### src/rtl/plls_pkg.sv
// shared types and constants of the piecewise-linear lookup table sampler
package plls_pkg;

    localparam int MAX_POINTS  = 16;
    localparam int PNT_W       = $clog2(MAX_POINTS);
    localparam int CNT_W       = 5;
    localparam int VAL_W       = 16;
    localparam int NUM_COMP    = 3;
    localparam int IDX_W       = 8;
    localparam int QUEUE_DEPTH = 2;
    localparam int QPTR_W      = $clog2(QUEUE_DEPTH);
    localparam int DIV_W       = 32;
    localparam int DCNT_W      = $clog2(DIV_W);
    localparam int CFG_W       = 32;
    localparam int ADDR_W      = 3;

    // divide by 255 through a reciprocal and one correction step
    localparam int RECIP_MUL   = 32896;
    localparam int RECIP_SHIFT = 23;
    localparam int TABLE_LAST  = 255;

    localparam logic [1:0] REQ_COLOR   = 2'd0;
    localparam logic [1:0] REQ_OPACITY = 2'd1;
    localparam logic [1:0] REQ_SAMPLE  = 2'd2;

    localparam logic REG_COLOR_COUNT   = 1'b0;
    localparam logic REG_OPACITY_COUNT = 1'b1;

    typedef enum logic [1:0] {
        K_COLOR,
        K_OPACITY,
        K_SAMPLE
    } t_kind;

    typedef struct packed {
        t_kind                                kind;
        logic [PNT_W-1:0]                     slot;
        logic [VAL_W-1:0]                     pos;
        logic [NUM_COMP-1:0][VAL_W-1:0]       val;
        logic [IDX_W-1:0]                     idx;
    } t_item;

    typedef struct packed {
        logic [VAL_W-1:0]                     pos;
        logic [NUM_COMP-1:0][VAL_W-1:0]       val;
    } t_point;

    typedef struct packed {
        logic                                 wr;
        logic                                 start;
        logic [PNT_W-1:0]                     slot;
        t_point                               point;
        logic [IDX_W-1:0]                     idx;
        logic [CNT_W-1:0]                     count;
    } t_lane_cmd;

    typedef struct packed {
        logic                                 busy;
        logic [NUM_COMP-1:0][VAL_W-1:0]       val;
    } t_lane_res;

endpackage

### src/rtl/plls_front.sv
// front end: request intake, classification and the queue to the back end
module plls_front import plls_pkg::*; (
    input  logic              i_clk,
    input  logic              i_rst_n,
    input  logic              i_push,
    output logic              o_full,
    input  logic [1:0]        i_req_type,
    input  logic [PNT_W-1:0]  i_point_slot,
    input  logic [VAL_W-1:0]  i_point_pos,
    input  logic [VAL_W-1:0]  i_value_red,
    input  logic [VAL_W-1:0]  i_value_green,
    input  logic [VAL_W-1:0]  i_value_blue,
    input  logic [VAL_W-1:0]  i_value_alpha,
    input  logic [IDX_W-1:0]  i_sample_index,
    output logic              o_valid,
    input  logic              i_pop,
    output t_item             o_item
);

    t_item              r_slots [QUEUE_DEPTH];
    logic [QPTR_W-1:0]  r_wr_ptr;
    logic [QPTR_W-1:0]  r_rd_ptr;
    logic [QPTR_W:0]    r_fill;
    t_item              n_item;
    logic               keep;
    logic               take;

    assign o_full  = (r_fill == (QPTR_W+1)'(QUEUE_DEPTH));
    assign o_valid = (r_fill != '0);
    assign o_item  = r_slots[r_rd_ptr];
    assign take    = i_pop && o_valid;
    assign keep    = i_push && !o_full &&
                     (i_req_type == REQ_COLOR || i_req_type == REQ_OPACITY ||
                      i_req_type == REQ_SAMPLE);

    always_comb begin
        n_item      = '0;
        n_item.slot = i_point_slot;
        n_item.pos  = i_point_pos;
        n_item.idx  = i_sample_index;
        case (i_req_type)
            REQ_COLOR: begin
                n_item.kind   = K_COLOR;
                n_item.val[0] = i_value_red;
                n_item.val[1] = i_value_green;
                n_item.val[2] = i_value_blue;
            end
            REQ_OPACITY: begin
                n_item.kind   = K_OPACITY;
                n_item.val[0] = i_value_alpha;
            end
            default: begin
                n_item.kind = K_SAMPLE;
            end
        endcase
    end

    always_ff @(posedge i_clk) begin
        if (keep) begin
            r_slots[r_wr_ptr] <= n_item;
        end
    end

    always_ff @(posedge i_clk) begin
        if (!i_rst_n) begin
            r_wr_ptr <= '0;
            r_rd_ptr <= '0;
            r_fill   <= '0;
        end else begin
            if (keep) begin
                r_wr_ptr <= r_wr_ptr + 1'b1;
            end
            if (take) begin
                r_rd_ptr <= r_rd_ptr + 1'b1;
            end
            case ({keep, take})
                2'b10:   r_fill <= r_fill + 1'b1;
                2'b01:   r_fill <= r_fill - 1'b1;
                default: r_fill <= r_fill;
            endcase
        end
    end

endmodule

### config.mk
export PLATFORM = sky130hd
export DESIGN_NAME = plls_front
export DESIGN_NICKNAME = d
export VERILOG_FILES = /design/src/rtl/plls_pkg.sv /design/src/rtl/plls_front.sv
export SDC_FILE = /design/constraint.sdc
export NUM_CORES = 1
export LEC_CHECK = 0
export ABC_CLOCK_PERIOD_IN_PS = 16640
export BUFFER_PORTS_ARGS = -buffer_cell sky130_fd_sc_hd__buf_2
export CAP_MARGIN = 5
export CELL_PAD_IN_SITES_DETAIL_PLACEMENT = 1
export CELL_PAD_IN_SITES_GLOBAL_PLACEMENT = 1
export CORE_MARGIN = 1
export CORE_UTILIZATION = 25
export CTS_BUF_LIST = sky130_fd_sc_hd__clkbuf_16
export DETAILED_ROUTE_END_ITERATION = 8
export PLACE_DENSITY = 0.61
export SLEW_MARGIN = 20
export SYNTH_ARGS = -nofsm -noshare
export SYNTH_HDL_FRONTEND = slang
export SYNTH_SLANG_ARGS = --single-unit
### constraint.sdc
create_clock -name i_clk -period 16.64 [get_ports i_clk]
set_clock_uncertainty 0.2 [all_clocks]
set_input_delay 3.328 -clock i_clk [delete_from_list [all_inputs] [get_ports i_clk]]
set_output_delay 3.328 -clock i_clk [all_outputs]
set_load 0.05 [all_outputs]
==> flow_results.xml, run 1 <==
<?xml version="1.0" encoding="UTF-8"?>
<metrics>
  <group name="setup_path">
    <metric name="worstSetupPathType" unit="">reg2out</metric>
    <metric name="setup.worst_path.start_class" unit="">flip-flop</metric>
    <metric name="maximum_single_stage_delay_on_the_critical_path" unit="ns">0.63</metric>
    <metric name="reg2reg_setup_slack" unit="ns">14.38</metric>
    <metric name="critical-path-top-delay-family" unit="">flip-flops</metric>
    <metric name="crit_buf_inv" unit="">2</metric>
    <metric name="worst-path-max-fanout" unit="">50</metric>
    <metric name="timing.critical_path.slowest_stage_cell" unit="">dfxtp_4</metric>
    <metric name="critical_path_arrival" unit="ns">2.01</metric>
    <metric name="cp_cell_sequence" unit="">buf_16, mux2_2, buf_2</metric>
    <metric name="setup.worst_path.end_class" unit="">output pin</metric>
    <metric name="worstPathRequired" unit="ns">13.11</metric>
  </group>
  <group name="floorplan">
    <metric name="die-height" unit="um">161.0</metric>
    <metric name="top_level_ports" unit="">178</metric>
    <metric name="die_area" unit="um2">25930</metric>
    <metric name="overall_die_width" unit="um">161.0</metric>
    <metric name="floorplan.initialDensity" unit="%">25.77</metric>
    <metric name="design.core.area" unit="um2">24530</metric>
    <metric name="row_count" unit="">57</metric>
  </group>
  <group name="layout">
    <metric name="design_area" unit="um2">8192</metric>
    <metric name="syn2layout_area_growth" unit="%">29.57</metric>
    <metric name="num-nets-final" unit="">625</metric>
    <metric name="layout_commonest_cell" unit="">buf_2</metric>
    <metric name="drive_above_1_share" unit="%">54.17</metric>
    <metric name="mostFrequentLayoutCells" unit="">buf_2 (177), edfxtp_1 (156), mux2_2 (78), and2_1 (33)</metric>
    <metric name="n_antenna_cell" unit="">0</metric>
  </group>
  <group name="global_route">
    <metric name="grt_pass1_wl" unit="um">20840</metric>
    <metric name="total_routing_resource_utilization_after_global_routing" unit="%">10.82</metric>
    <metric name="first_global_vias" unit="">3864</metric>
    <metric name="grt_start_max_net_pins" unit="">79</metric>
    <metric name="grt.overflow.total" unit="">0</metric>
    <metric name="antenna_found_initial" unit="">1</metric>
  </group>
  <group name="synthesis">
    <metric name="synth-seq-cells" unit="">161</metric>
    <metric name="synth.yosys.warnings" unit="">0</metric>
    <metric name="yosys-mux-area-fraction" unit="%">16.58</metric>
    <metric name="synth_area_per_cell" unit="um2">18.43</metric>
    <metric name="synth_top_family_by_area" unit="">multiplexers</metric>
    <metric name="synth-xor-area-share" unit="%">0.4156</metric>
    <metric name="synth_simple_gate_area_share" unit="%">5.284</metric>
    <metric name="synthesis.area" unit="um2">6322</metric>
    <metric name="syn-num-nets" unit="">442</metric>
    <metric name="synth_compound_gate_area_share" unit="%">0.3166</metric>
    <metric name="yosys.area_share.adder" unit="%">0.1979</metric>
    <metric name="yosysSeqAreaShare" unit="%">75.68</metric>
    <metric name="synthesis.instances" unit="">343</metric>
    <metric name="yosys.cell_types.count" unit="">22</metric>
  </group>
  <group name="sta">
    <metric name="setup_repair_after_global_routing_missed_its_margin" unit="">false</metric>
    <metric name="fmax" unit="MHz">180.6</metric>
    <metric name="min_period_over_period" unit="%">33.28</metric>
    <metric name="timing_hold_violations_final" unit="">0</metric>
    <metric name="final.setup.tns" unit="ns">0</metric>
    <metric name="timing.slew.headroom" unit="%">46.93</metric>
    <metric name="min_cycle_time_layout" unit="ns">5.539</metric>
    <metric name="setup-violations-final" unit="">0</metric>
    <metric name="report.final.slew_viol_count" unit="">0</metric>
    <metric name="worst_slew_pin_slew" unit="ns">0.7961</metric>
  </group>
  <group name="route">
    <metric name="detail_route.drc_violations" unit="">0</metric>
    <metric name="totalWireLength" unit="um">13530</metric>
    <metric name="detail_route.vias_per_cell" unit="">4.039</metric>
    <metric name="ant_nets" unit="">0</metric>
    <metric name="routed_wire_length_per_instance" unit="um">15.68</metric>
    <metric name="detailedRoute.firstPassIterationCount" unit="">4</metric>
    <metric name="vias" unit="">3486</metric>
    <metric name="initialDrtViolationCount" unit="">125</metric>
  </group>
  <group name="clock_tree">
    <metric name="cts_resized" unit="">0</metric>
    <metric name="cts.sink_count" unit="">161</metric>
    <metric name="cts_root_buffer" unit="">clkbuf_16</metric>
    <metric name="clock_tree.htree_level_count" unit="">4</metric>
    <metric name="cts_tree" unit="">yes</metric>
    <metric name="worstSkewPairLatency" unit="ns">0.41</metric>
    <metric name="clk_transition_reported_paths" unit="ns">0.06</metric>
    <metric name="largest_buffer_count_on_any_clock_path" unit="">2</metric>
    <metric name="cts-buffers-inserted" unit="">17</metric>
    <metric name="cts.hold.buffers_added" unit="">0</metric>
    <metric name="cts_setup_buffers" unit="">0</metric>
  </group>
  <group name="flow_run">
    <metric name="max-cap-violations" unit="">0</metric>
  </group>
  <group name="hold_path">
    <metric name="timing.hold.worst.class" unit="">reg2reg</metric>
  </group>
  <group name="power">
    <metric name="total_leakage_power" unit="nW">3.114</metric>
    <metric name="pwr_density_cell" unit="nW/um2">167.0</metric>
    <metric name="worst_vdd_rail_ir_drop" unit="uV">75.88</metric>
  </group>
  <group name="run_status">
    <metric name="run_status" unit="">finished clean</metric>
  </group>
  <group name="placed_design">
    <metric name="port_buffers" unit="">177</metric>
    <metric name="place_hpwl" unit="um">8596</metric>
    <metric name="place.gp.congestion" unit="">0.7340</metric>
    <metric name="dpl-instance-area" unit="um2">7565</metric>
  </group>
</metrics>
-- metrics by stage --
step / instances / utilization, % / worst slack [ns] / hold slack (ns) / total power, W
3_5_place_dp: 830 / 30.83 / 10.93 / 0.3275 / 0.0009915
6_report: 863 / 33.39 / 11.10 / 0.3369 / 0.001368
5_1_grt: 863 / 33.39 / 10.97 / 0.3545 / 0.001428
3_3_place_gp: 830 / 30.83 / 11.03 / 0.2957 / 0.0009838
2_1_floorplan: 343 / - / 8.918 / 0.2514 / 0.0008887
4_1_cts: 862 / 33.25 / 10.80 / 0.3370 / 0.001391
-- sequential cells by signal, indices dropped and copies added, names as in the netlist, named ones only --
register	cells
r_fill	2
r_rd_ptr	1
r_slots	156
r_wr_ptr	1
-- cells in the mapped netlist, drive strengths merged --
| master | number | area [um2] |
|---|---|---|
| a21boi | 1 | 7.510 |
| nor2b | 4 | 25.02 |
| and2 | 33 | 206.5 |
| dfxtp | 5 | 100.1 |
| nand2 | 3 | 11.26 |
| xnor2 | 3 | 26.28 |
| buf | 13 | 77.57 |
| nor2 | 19 | 71.32 |
| ha | 1 | 12.51 |
| mux2 | 78 | 878.3 |
| clkbuf | 4 | 15.01 |
| o21a | 1 | 7.510 |
| or3 | 1 | 6.260 |
| nand3b | 1 | 7.510 |
| inv | 1 | 3.750 |
| edfxtp | 156 | 4684 |
| or2 | 1 | 6.260 |
| o21ai | 1 | 5.000 |
| mux2i | 17 | 170.2 |
-- routing by layer --
metal  vias up  GRT usage (%)  part of all wire, %  routed length, um
li1       1655              -                    -                  -
met3         5          3.621                  5.6                758
met5         -              0                    0                  0
met4         0          3.345                 0.78                106
met2       112          18.61                   51               6867
met1      1714          12.72                   43               5800
-- kinds of logic (layout without fill, tap and decap cells) --
kind of cell | count (synthesis) | in the layout
xor gates and xnor gates | 3 | 3
muxes | 95 | 95
buffers and inverters | 18 | 214
and+or+nand+nor | 62 | 62
AOI/OAI and AO/OA | 3 | 3
DFF | 161 | 161
adders and majority gates | 1 | 1
-- worst paths after layout --
path / cells after the start / startpoint / to
setup / recovery: 3 / flip-flop / o_item[47]
hold / removal: 2 / r_wr_ptr$_SDFFE_PN0P_ / r_wr_ptr$_SDFFE_PN0P_
setup reg to reg: 4 / r_fill[0]$_SDFFE_PN0P_ / r_slots[1][48]$_DFFE_PP_
hold reg to reg: 2 / r_wr_ptr$_SDFFE_PN0P_ / r_wr_ptr$_SDFFE_PN0P_
-- worst reg2reg max path: cells and delay by family, from the launching register on --
family / cells / cell delay (ns)
flops: 1 / 0.43
simple gates: 3 / 0.58
buf+inv: 1 / 0.62
-- power by group --
group          internal (W)  switching [W]
Combinational      0.000131       0.000324
Clock              0.000235       0.000155
Sequential         0.000500      0.0000230
Total              0.000866       0.000502
-- cell type report --
cell class	instances	area [um2]
multi-input cells	164	1459
fillers	2624	16340
clock inverters	15	166.4
repair buffers	181	943.4
clock buffers	17	425.4
flip-flops and latches	161	4788
inverters	1	3.754
well taps	324	405.4
No activity file was read; power rests on OpenSTA's default activity.
==> run 2, diff against run 1 <==
--- a/config.mk
+++ b/config.mk
@@ -5,7 +5,7 @@
 export SDC_FILE = /design/constraint.sdc
 export NUM_CORES = 1
 export LEC_CHECK = 0
-export ABC_CLOCK_PERIOD_IN_PS = 16640
+export ABC_CLOCK_PERIOD_IN_PS = 4500
 export BUFFER_PORTS_ARGS = -buffer_cell sky130_fd_sc_hd__buf_2
 export CAP_MARGIN = 5
 export CELL_PAD_IN_SITES_DETAIL_PLACEMENT = 1
@@ -14,7 +14,7 @@
 export CORE_UTILIZATION = 25
 export CTS_BUF_LIST = sky130_fd_sc_hd__clkbuf_16
 export DETAILED_ROUTE_END_ITERATION = 8
-export PLACE_DENSITY = 0.61
+export PLACE_DENSITY = 0.63
 export SLEW_MARGIN = 20
 export SYNTH_ARGS = -nofsm -noshare
 export SYNTH_HDL_FRONTEND = slang
==> constraint.sdc (replaced) <==
create_clock -name i_clk -period 4.5 [get_ports i_clk]
set_clock_uncertainty 0.2 [all_clocks]
set_input_delay 0.9 -clock i_clk [delete_from_list [all_inputs] [get_ports i_clk]]
set_output_delay 0.9 -clock i_clk [all_outputs]
set_load 0.05 [all_outputs]
==> flow_results.xml, run 2 (synthesis results as in run 1) <==
<?xml version="1.0" encoding="UTF-8"?>
<metrics>
  <group name="run_status">
    <metric name="run_status" unit="">finished clean</metric>
  </group>
  <group name="sta">
    <metric name="report.final.slew_viol_count" unit="">0</metric>
    <metric name="min_cycle_time_layout" unit="ns">3.120</metric>
    <metric name="fmax" unit="MHz">320.6</metric>
    <metric name="worst_slew_pin_slew" unit="ns">0.6713</metric>
    <metric name="setup_repair_after_global_routing_missed_its_margin" unit="">false</metric>
    <metric name="timing.slew.headroom" unit="%">55.14</metric>
    <metric name="final.setup.tns" unit="ns">0</metric>
    <metric name="min_period_over_period" unit="%">69.33</metric>
    <metric name="setup-violations-final" unit="">0</metric>
    <metric name="timing_hold_violations_final" unit="">0</metric>
  </group>
  <group name="placed_design">
    <metric name="port_buffers" unit="">177</metric>
    <metric name="place.gp.congestion" unit="">0.6741</metric>
    <metric name="dpl-instance-area" unit="um2">7587</metric>
    <metric name="dp.cells" unit="">829</metric>
    <metric name="place_hpwl" unit="um">8861</metric>
  </group>
  <group name="layout">
    <metric name="design_area" unit="um2">8233</metric>
    <metric name="biggest_registers_after_layout" unit="">r_slots: 156 flops, r_fill: 2 flops</metric>
    <metric name="num-nets-final" unit="">624</metric>
    <metric name="mostFrequentLayoutCells" unit="">buf_2 (177), edfxtp_1 (156), mux2_2 (78), and2_1 (33)</metric>
    <metric name="layout_commonest_cell" unit="">buf_2</metric>
    <metric name="stdcell_count" unit="">863</metric>
    <metric name="max_flop_register" unit="">r_slots</metric>
    <metric name="syn2layout_area_growth" unit="%">30.22</metric>
    <metric name="fill_cells" unit="">2593</metric>
    <metric name="drive_above_1_share" unit="%">54.09</metric>
    <metric name="largest_register_ff_count" unit="">156</metric>
  </group>
  <group name="setup_path">
    <metric name="timing.critical_path.slowest_stage_cell" unit="">dfxtp_4</metric>
    <metric name="worstPathRequired" unit="ns">3.40</metric>
    <metric name="reg2reg_setup_slack" unit="ns">2.43</metric>
    <metric name="critical_path_arrival" unit="ns">2.02</metric>
    <metric name="setup.worst_path.end_class" unit="">output pin</metric>
    <metric name="cp_cell_sequence" unit="">buf_16, mux2_2, buf_2</metric>
    <metric name="setup.worst_path.start_class" unit="">flip-flop</metric>
    <metric name="maximum_single_stage_delay_on_the_critical_path" unit="ns">0.67</metric>
    <metric name="worst-path-max-fanout" unit="">45</metric>
    <metric name="worstSetupPathType" unit="">reg2out</metric>
  </group>
  <group name="clock_tree">
    <metric name="cts_tree" unit="">yes</metric>
    <metric name="clk_transition_reported_paths" unit="ns">0.06</metric>
    <metric name="cts.sink_count" unit="">161</metric>
    <metric name="clock_tree.htree_level_count" unit="">4</metric>
    <metric name="largest_buffer_count_on_any_clock_path" unit="">2</metric>
    <metric name="worstSkewPairLatency" unit="ns">0.41</metric>
    <metric name="cts_root_buffer" unit="">clkbuf_16</metric>
    <metric name="cts_resized" unit="">0</metric>
    <metric name="cts_setup_buffers" unit="">0</metric>
    <metric name="cts.hold.buffers_added" unit="">0</metric>
    <metric name="cts-buffers-inserted" unit="">17</metric>
  </group>
  <group name="floorplan">
    <metric name="floorplan.initialDensity" unit="%">25.77</metric>
    <metric name="row_count" unit="">57</metric>
    <metric name="design.core.area" unit="um2">24530</metric>
    <metric name="top_level_ports" unit="">178</metric>
    <metric name="die_area" unit="um2">25930</metric>
    <metric name="overall_die_width" unit="um">161.0</metric>
    <metric name="die-height" unit="um">161.0</metric>
  </group>
  <group name="route">
    <metric name="initialDrtViolationCount" unit="">201</metric>
    <metric name="totalWireLength" unit="um">13770</metric>
    <metric name="detail_route.vias_per_cell" unit="">4.065</metric>
    <metric name="routed_wire_length_per_instance" unit="um">15.95</metric>
    <metric name="vias" unit="">3508</metric>
    <metric name="detail_route.drc_violations" unit="">0</metric>
    <metric name="detailedRoute.firstPassIterationCount" unit="">4</metric>
    <metric name="ant_nets" unit="">0</metric>
  </group>
  <group name="hold_path">
    <metric name="timing.hold.worst.class" unit="">reg2reg</metric>
  </group>
  <group name="power">
    <metric name="total_leakage_power" unit="nW">3.117</metric>
    <metric name="worst_vdd_rail_ir_drop" unit="uV">261.6</metric>
    <metric name="pwr_density_cell" unit="nW/um2">622.7</metric>
  </group>
  <group name="global_route">
    <metric name="antenna_found_initial" unit="">0</metric>
    <metric name="grt_pass1_wl" unit="um">21330</metric>
    <metric name="first_global_vias" unit="">3973</metric>
    <metric name="grt.overflow.total" unit="">0</metric>
    <metric name="total_routing_resource_utilization_after_global_routing" unit="%">10.98</metric>
    <metric name="grt_start_max_net_pins" unit="">79</metric>
  </group>
  <group name="flow_run">
    <metric name="max-cap-violations" unit="">0</metric>
  </group>
</metrics>
==> run 2: cell count changes in the layout (fill, tap and decap cells not counted) <==
cell and delta:
buf_12 +2, clkinvlp_4 +1, clkinv_1 +1, inv_6 -1
buf_6 -2, buf_4 -1, inv_1 -1, nor2_4 +1
clkinv_2 -1, diode_2 +1, nor2_2 -1, bufinv_16 +1
==> run 2: worst max-delay path: cells and delay by family (launching register included) <==
kind / cells / cell delay (ns)
buffers and inverters: 2 / 0.51
DFF: 1 / 0.67
muxes: 1 / 0.39
==> run 2: worst paths after layout <==
path                                        startpoint                        to  depth (start not counted)
worst min register to register   r_wr_ptr$_SDFFE_PN0P_     r_wr_ptr$_SDFFE_PN0P_                          2
worst max-delay path                         flip-flop                o_item[52]                          3
worst min-delay path             r_wr_ptr$_SDFFE_PN0P_     r_wr_ptr$_SDFFE_PN0P_                          2
worst max register to register  r_fill[0]$_SDFFE_PN0P_  r_slots[0][68]$_DFFE_PP_                          4
==> run 2: where the power goes <==
part / total [W] / switching, W / internal, W / leakage [nW]
logic: 0.00168 / 0.00119 / 0.000489 / 1.31
clock network: 0.00151 / 0.000584 / 0.000925 / 0.298
registers: 0.00194 / 0.0000928 / 0.00185 / 1.51
==> run 2: through the flow <==
stage / hold slack (ns) / power [W] / utilization (%) / setup WS, ns
after floorplan: 0.2514 / 0.003286 / - / -0.7940
after global placement: 0.2945 / 0.003636 / 30.91 / 1.620
after detailed placement: 0.3114 / 0.003662 / 30.93 / 1.574
after CTS: 0.3266 / 0.005202 / 33.44 / 1.152
after global routing: 0.3589 / 0.005344 / 33.55 / 1.245
final: 0.3332 / 0.005127 / 33.56 / 1.380
==> run 2: layout make-up <==
cell class                 count  area, um2  share of cell area (%)
tap                          324      405.4                   4.924
timing repair buffer         180      953.4                   11.58
multi-input combinational    164       1464                   17.78
sequential                   161       4788                   58.16
antenna                        1      2.502                 0.03040
clock buffer                  17      425.4                   5.167
inverter                       1      3.754                 0.04559
clock inverter                15      190.2                   2.310
==> run 2: layer usage <==
layer	wire [um]	global-route usage, %	vias up	share of wire (%)
met5	0	0	-	0
met4	133	3.988	0	0.97
met3	619	3.056	8	4.5
met2	7175	19.20	100	52
met1	5838	12.81	1740	42
li1	-	-	1660	-
==> run 3, diff against run 2 <==
--- a/config.mk
+++ b/config.mk
@@ -5,7 +5,7 @@
 export SDC_FILE = /design/constraint.sdc
 export NUM_CORES = 1
 export LEC_CHECK = 0
-export ABC_CLOCK_PERIOD_IN_PS = 4500
+export ABC_CLOCK_PERIOD_IN_PS = 2900
 export BUFFER_PORTS_ARGS = -buffer_cell sky130_fd_sc_hd__buf_2
 export CAP_MARGIN = 5
 export CELL_PAD_IN_SITES_DETAIL_PLACEMENT = 1
@@ -14,7 +14,7 @@
 export CORE_UTILIZATION = 25
 export CTS_BUF_LIST = sky130_fd_sc_hd__clkbuf_16
 export DETAILED_ROUTE_END_ITERATION = 8
-export PLACE_DENSITY = 0.63
+export PLACE_DENSITY = 0.61
 export SLEW_MARGIN = 20
 export SYNTH_ARGS = -nofsm -noshare
 export SYNTH_HDL_FRONTEND = slang
==> constraint.sdc (replaced) <==
create_clock -name i_clk -period 2.9 [get_ports i_clk]
set_clock_uncertainty 0.2 [all_clocks]
set_input_delay 0.58 -clock i_clk [delete_from_list [all_inputs] [get_ports i_clk]]
set_output_delay 0.58 -clock i_clk [all_outputs]
set_load 0.05 [all_outputs]
==> flow_results.xml, run 3 (synthesis results as in run 1) <==
<?xml version="1.0" encoding="UTF-8"?>
<metrics>
  <group name="setup_path">
    <metric name="timing.critical_path.slowest_stage_cell" unit="">dfxtp_4</metric>
    <metric name="reg2reg_setup_slack" unit="ns">0.79</metric>
    <metric name="timing.rr.end" unit="">r_slots[0][39]$_DFFE_PP_</metric>
    <metric name="maximum_single_stage_delay_on_the_critical_path" unit="ns">0.56</metric>
    <metric name="worstSetupPathType" unit="">reg2out</metric>
    <metric name="critical_path_arrival" unit="ns">1.84</metric>
    <metric name="timing.rr.start" unit="">r_fill[0]$_SDFFE_PN0P_</metric>
    <metric name="cells_on_worst_reg2reg_path" unit="">4</metric>
    <metric name="worstPathRequired" unit="ns">2.12</metric>
    <metric name="setup.worst_path.end_class" unit="">output pin</metric>
    <metric name="worst-path-max-fanout" unit="">32</metric>
    <metric name="cp_cell_sequence" unit="">buf_12, mux2_2, buf_2</metric>
    <metric name="setup.worst_path.start_class" unit="">flip-flop</metric>
  </group>
  <group name="run_status">
    <metric name="run_status" unit="">finished clean</metric>
  </group>
  <group name="sta">
    <metric name="min_cycle_time_layout" unit="ns">2.623</metric>
    <metric name="fmax" unit="MHz">381.2</metric>
    <metric name="setup_repair_after_global_routing_missed_its_margin" unit="">false</metric>
    <metric name="timing.slew.headroom" unit="%">68.12</metric>
    <metric name="min_period_over_period" unit="%">90.45</metric>
    <metric name="setup-violations-final" unit="">0</metric>
    <metric name="final.setup.tns" unit="ns">0</metric>
    <metric name="report.final.slew_viol_count" unit="">0</metric>
    <metric name="timing_hold_violations_final" unit="">0</metric>
    <metric name="setup_ws" unit="ns">0.2770</metric>
    <metric name="worst_slew_pin_slew" unit="ns">0.4783</metric>
  </group>
  <group name="clock_tree">
    <metric name="cts_setup_buffers" unit="">0</metric>
    <metric name="clk_transition_reported_paths" unit="ns">0.06</metric>
    <metric name="clock_tree.htree_level_count" unit="">4</metric>
    <metric name="cts_resized" unit="">0</metric>
    <metric name="cts.hold.buffers_added" unit="">0</metric>
    <metric name="cts_tree" unit="">yes</metric>
    <metric name="cts-buffers-inserted" unit="">17</metric>
    <metric name="cts.sink_count" unit="">161</metric>
    <metric name="cts_root_buffer" unit="">clkbuf_16</metric>
    <metric name="worstSkewPairLatency" unit="ns">0.41</metric>
    <metric name="largest_buffer_count_on_any_clock_path" unit="">2</metric>
  </group>
  <group name="placed_design">
    <metric name="dpl-instance-area" unit="um2">7660</metric>
    <metric name="dp.cells" unit="">836</metric>
    <metric name="port_buffers" unit="">177</metric>
    <metric name="place.gp.congestion" unit="">0.7285</metric>
    <metric name="place_worst_setup_slack" unit="ns">0.6738</metric>
    <metric name="place_hpwl" unit="um">9061</metric>
  </group>
  <group name="floorplan">
    <metric name="design.core.area" unit="um2">24530</metric>
    <metric name="die-height" unit="um">161.0</metric>
    <metric name="floorplan.initialDensity" unit="%">25.77</metric>
    <metric name="overall_die_width" unit="um">161.0</metric>
    <metric name="top_level_ports" unit="">178</metric>
    <metric name="die_area" unit="um2">25930</metric>
    <metric name="row_count" unit="">57</metric>
  </group>
  <group name="power">
    <metric name="share_seq_of_total_power" unit="%">38.0</metric>
    <metric name="share_comb_of_total_power" unit="%">33.8</metric>
    <metric name="worst_vdd_rail_ir_drop" unit="uV">449.8</metric>
    <metric name="total_leakage_power" unit="nW">3.128</metric>
    <metric name="power_switching" unit="W">0.002934</metric>
    <metric name="internal-power" unit="W">0.004924</metric>
    <metric name="p_sw_share" unit="%">37.34</metric>
    <metric name="clock_power_share" unit="%">28.3</metric>
    <metric name="pwr_density_cell" unit="nW/um2">953.4</metric>
  </group>
  <group name="layout">
    <metric name="stdcell_count" unit="">868</metric>
    <metric name="largest_register_ff_count" unit="">156</metric>
    <metric name="syn2layout_area_growth" unit="%">30.38</metric>
    <metric name="mostFrequentLayoutCells" unit="">buf_2 (177), edfxtp_1 (156), mux2_2 (78), and2_1 (33)</metric>
    <metric name="num-nets-final" unit="">630</metric>
    <metric name="max_flop_register" unit="">r_slots</metric>
    <metric name="biggest_registers_after_layout" unit="">r_slots: 156 flops, r_fill: 2 flops</metric>
    <metric name="drive_above_1_share" unit="%">54.96</metric>
    <metric name="layout_commonest_cell" unit="">buf_2</metric>
    <metric name="n_antenna_cell" unit="">0</metric>
    <metric name="design_area" unit="um2">8243</metric>
  </group>
  <group name="route">
    <metric name="detailedRoute.firstPassIterationCount" unit="">4</metric>
    <metric name="routed_wire_length_per_instance" unit="um">15.87</metric>
    <metric name="vias" unit="">3595</metric>
    <metric name="ant_nets" unit="">0</metric>
    <metric name="detail_route.drc_violations" unit="">0</metric>
    <metric name="detail_route.vias_per_cell" unit="">4.142</metric>
    <metric name="initialDrtViolationCount" unit="">138</metric>
    <metric name="totalWireLength" unit="um">13770</metric>
  </group>
  <group name="global_route">
    <metric name="grt_start_max_net_pins" unit="">71</metric>
    <metric name="first_global_vias" unit="">4174</metric>
    <metric name="grt.overflow.total" unit="">0</metric>
    <metric name="total_routing_resource_utilization_after_global_routing" unit="%">11.05</metric>
    <metric name="grt_pass1_wl" unit="um">21910</metric>
    <metric name="antenna_found_initial" unit="">0</metric>
  </group>
  <group name="hold_path">
    <metric name="whs_path_depth" unit="">1</metric>
    <metric name="timing.hold.worst.start" unit="">i_sample_index[7]</metric>
    <metric name="timing.hold.worst.class" unit="">in2reg</metric>
    <metric name="min_to" unit="">r_slots[1][7]$_DFFE_PP_</metric>
  </group>
  <group name="flow_run">
    <metric name="max-cap-violations" unit="">0</metric>
  </group>
</metrics>
[run 3: worst max-delay path by stage]
stage	start	end	slack (ns)	cells after the start
floorplan	i_req_type[0]	r_slots[0][0]$_DFFE_PP_	-0.79	4
global placement	flip-flop	o_item[42]	0.69	3
detailed placement	flip-flop	o_item[41]	0.67	3
CTS	flip-flop	o_item[41]	0.22	3
global route	flip-flop	o_item[27]	0.17	3
finish	flip-flop	o_item[43]	0.28	3
[run 3: stage by stage]
step | utilization (%) | hold WS, ns | total power (W)
6_report | 33.60 | 0.1528 | 0.007859
4_1_cts | 33.60 | 0.1287 | 0.008016
5_1_grt | 33.60 | 0.1243 | 0.008207
3_5_place_dp | 31.22 | 0.3144 | 0.005741
3_3_place_gp | 31.22 | 0.2988 | 0.005697
2_1_floorplan | - | 0.2627 | 0.005086
[run 3: layout make-up]
type,instances,area [um2]
Clock buffer,17,425.4
Multi-Input combinational cell,164,1459
Clock inverter,15,157.7
Timing Repair Buffer,186,1003
Inverter,1,3.754
Tap cell,324,405.4
Sequential cell,161,4788
Fill cell,2590,16290
[run 3: critical path, delay by kind of cell (launching register included)]
family   cells  cell delay [ns]
flops        1             0.56
mux          1             0.37
buf+inv      2             0.46
[run 3: layer usage]
metal | GRT usage [%] | up-vias | wire length (um)
met5 | 0 | - | 0
li1 | - | 1666 | -
met2 | 19.85 | 109 | 7286
met1 | 12.56 | 1813 | 5671
met4 | 2.702 | 0 | 75
met3 | 3.698 | 7 | 738
[run 3: power by group through the flow]
stage,Sequential [W],Clock (W),Combinational [W]
6_report,0.00298,0.00222,0.00265
5_1_grt,0.00302,0.00239,0.00280
4_1_cts,0.00299,0.00232,0.00271
3_5_place_dp,0.00304,0,0.00270
3_3_place_gp,0.00302,0,0.00268
2_1_floorplan,0.00298,0,0.00211
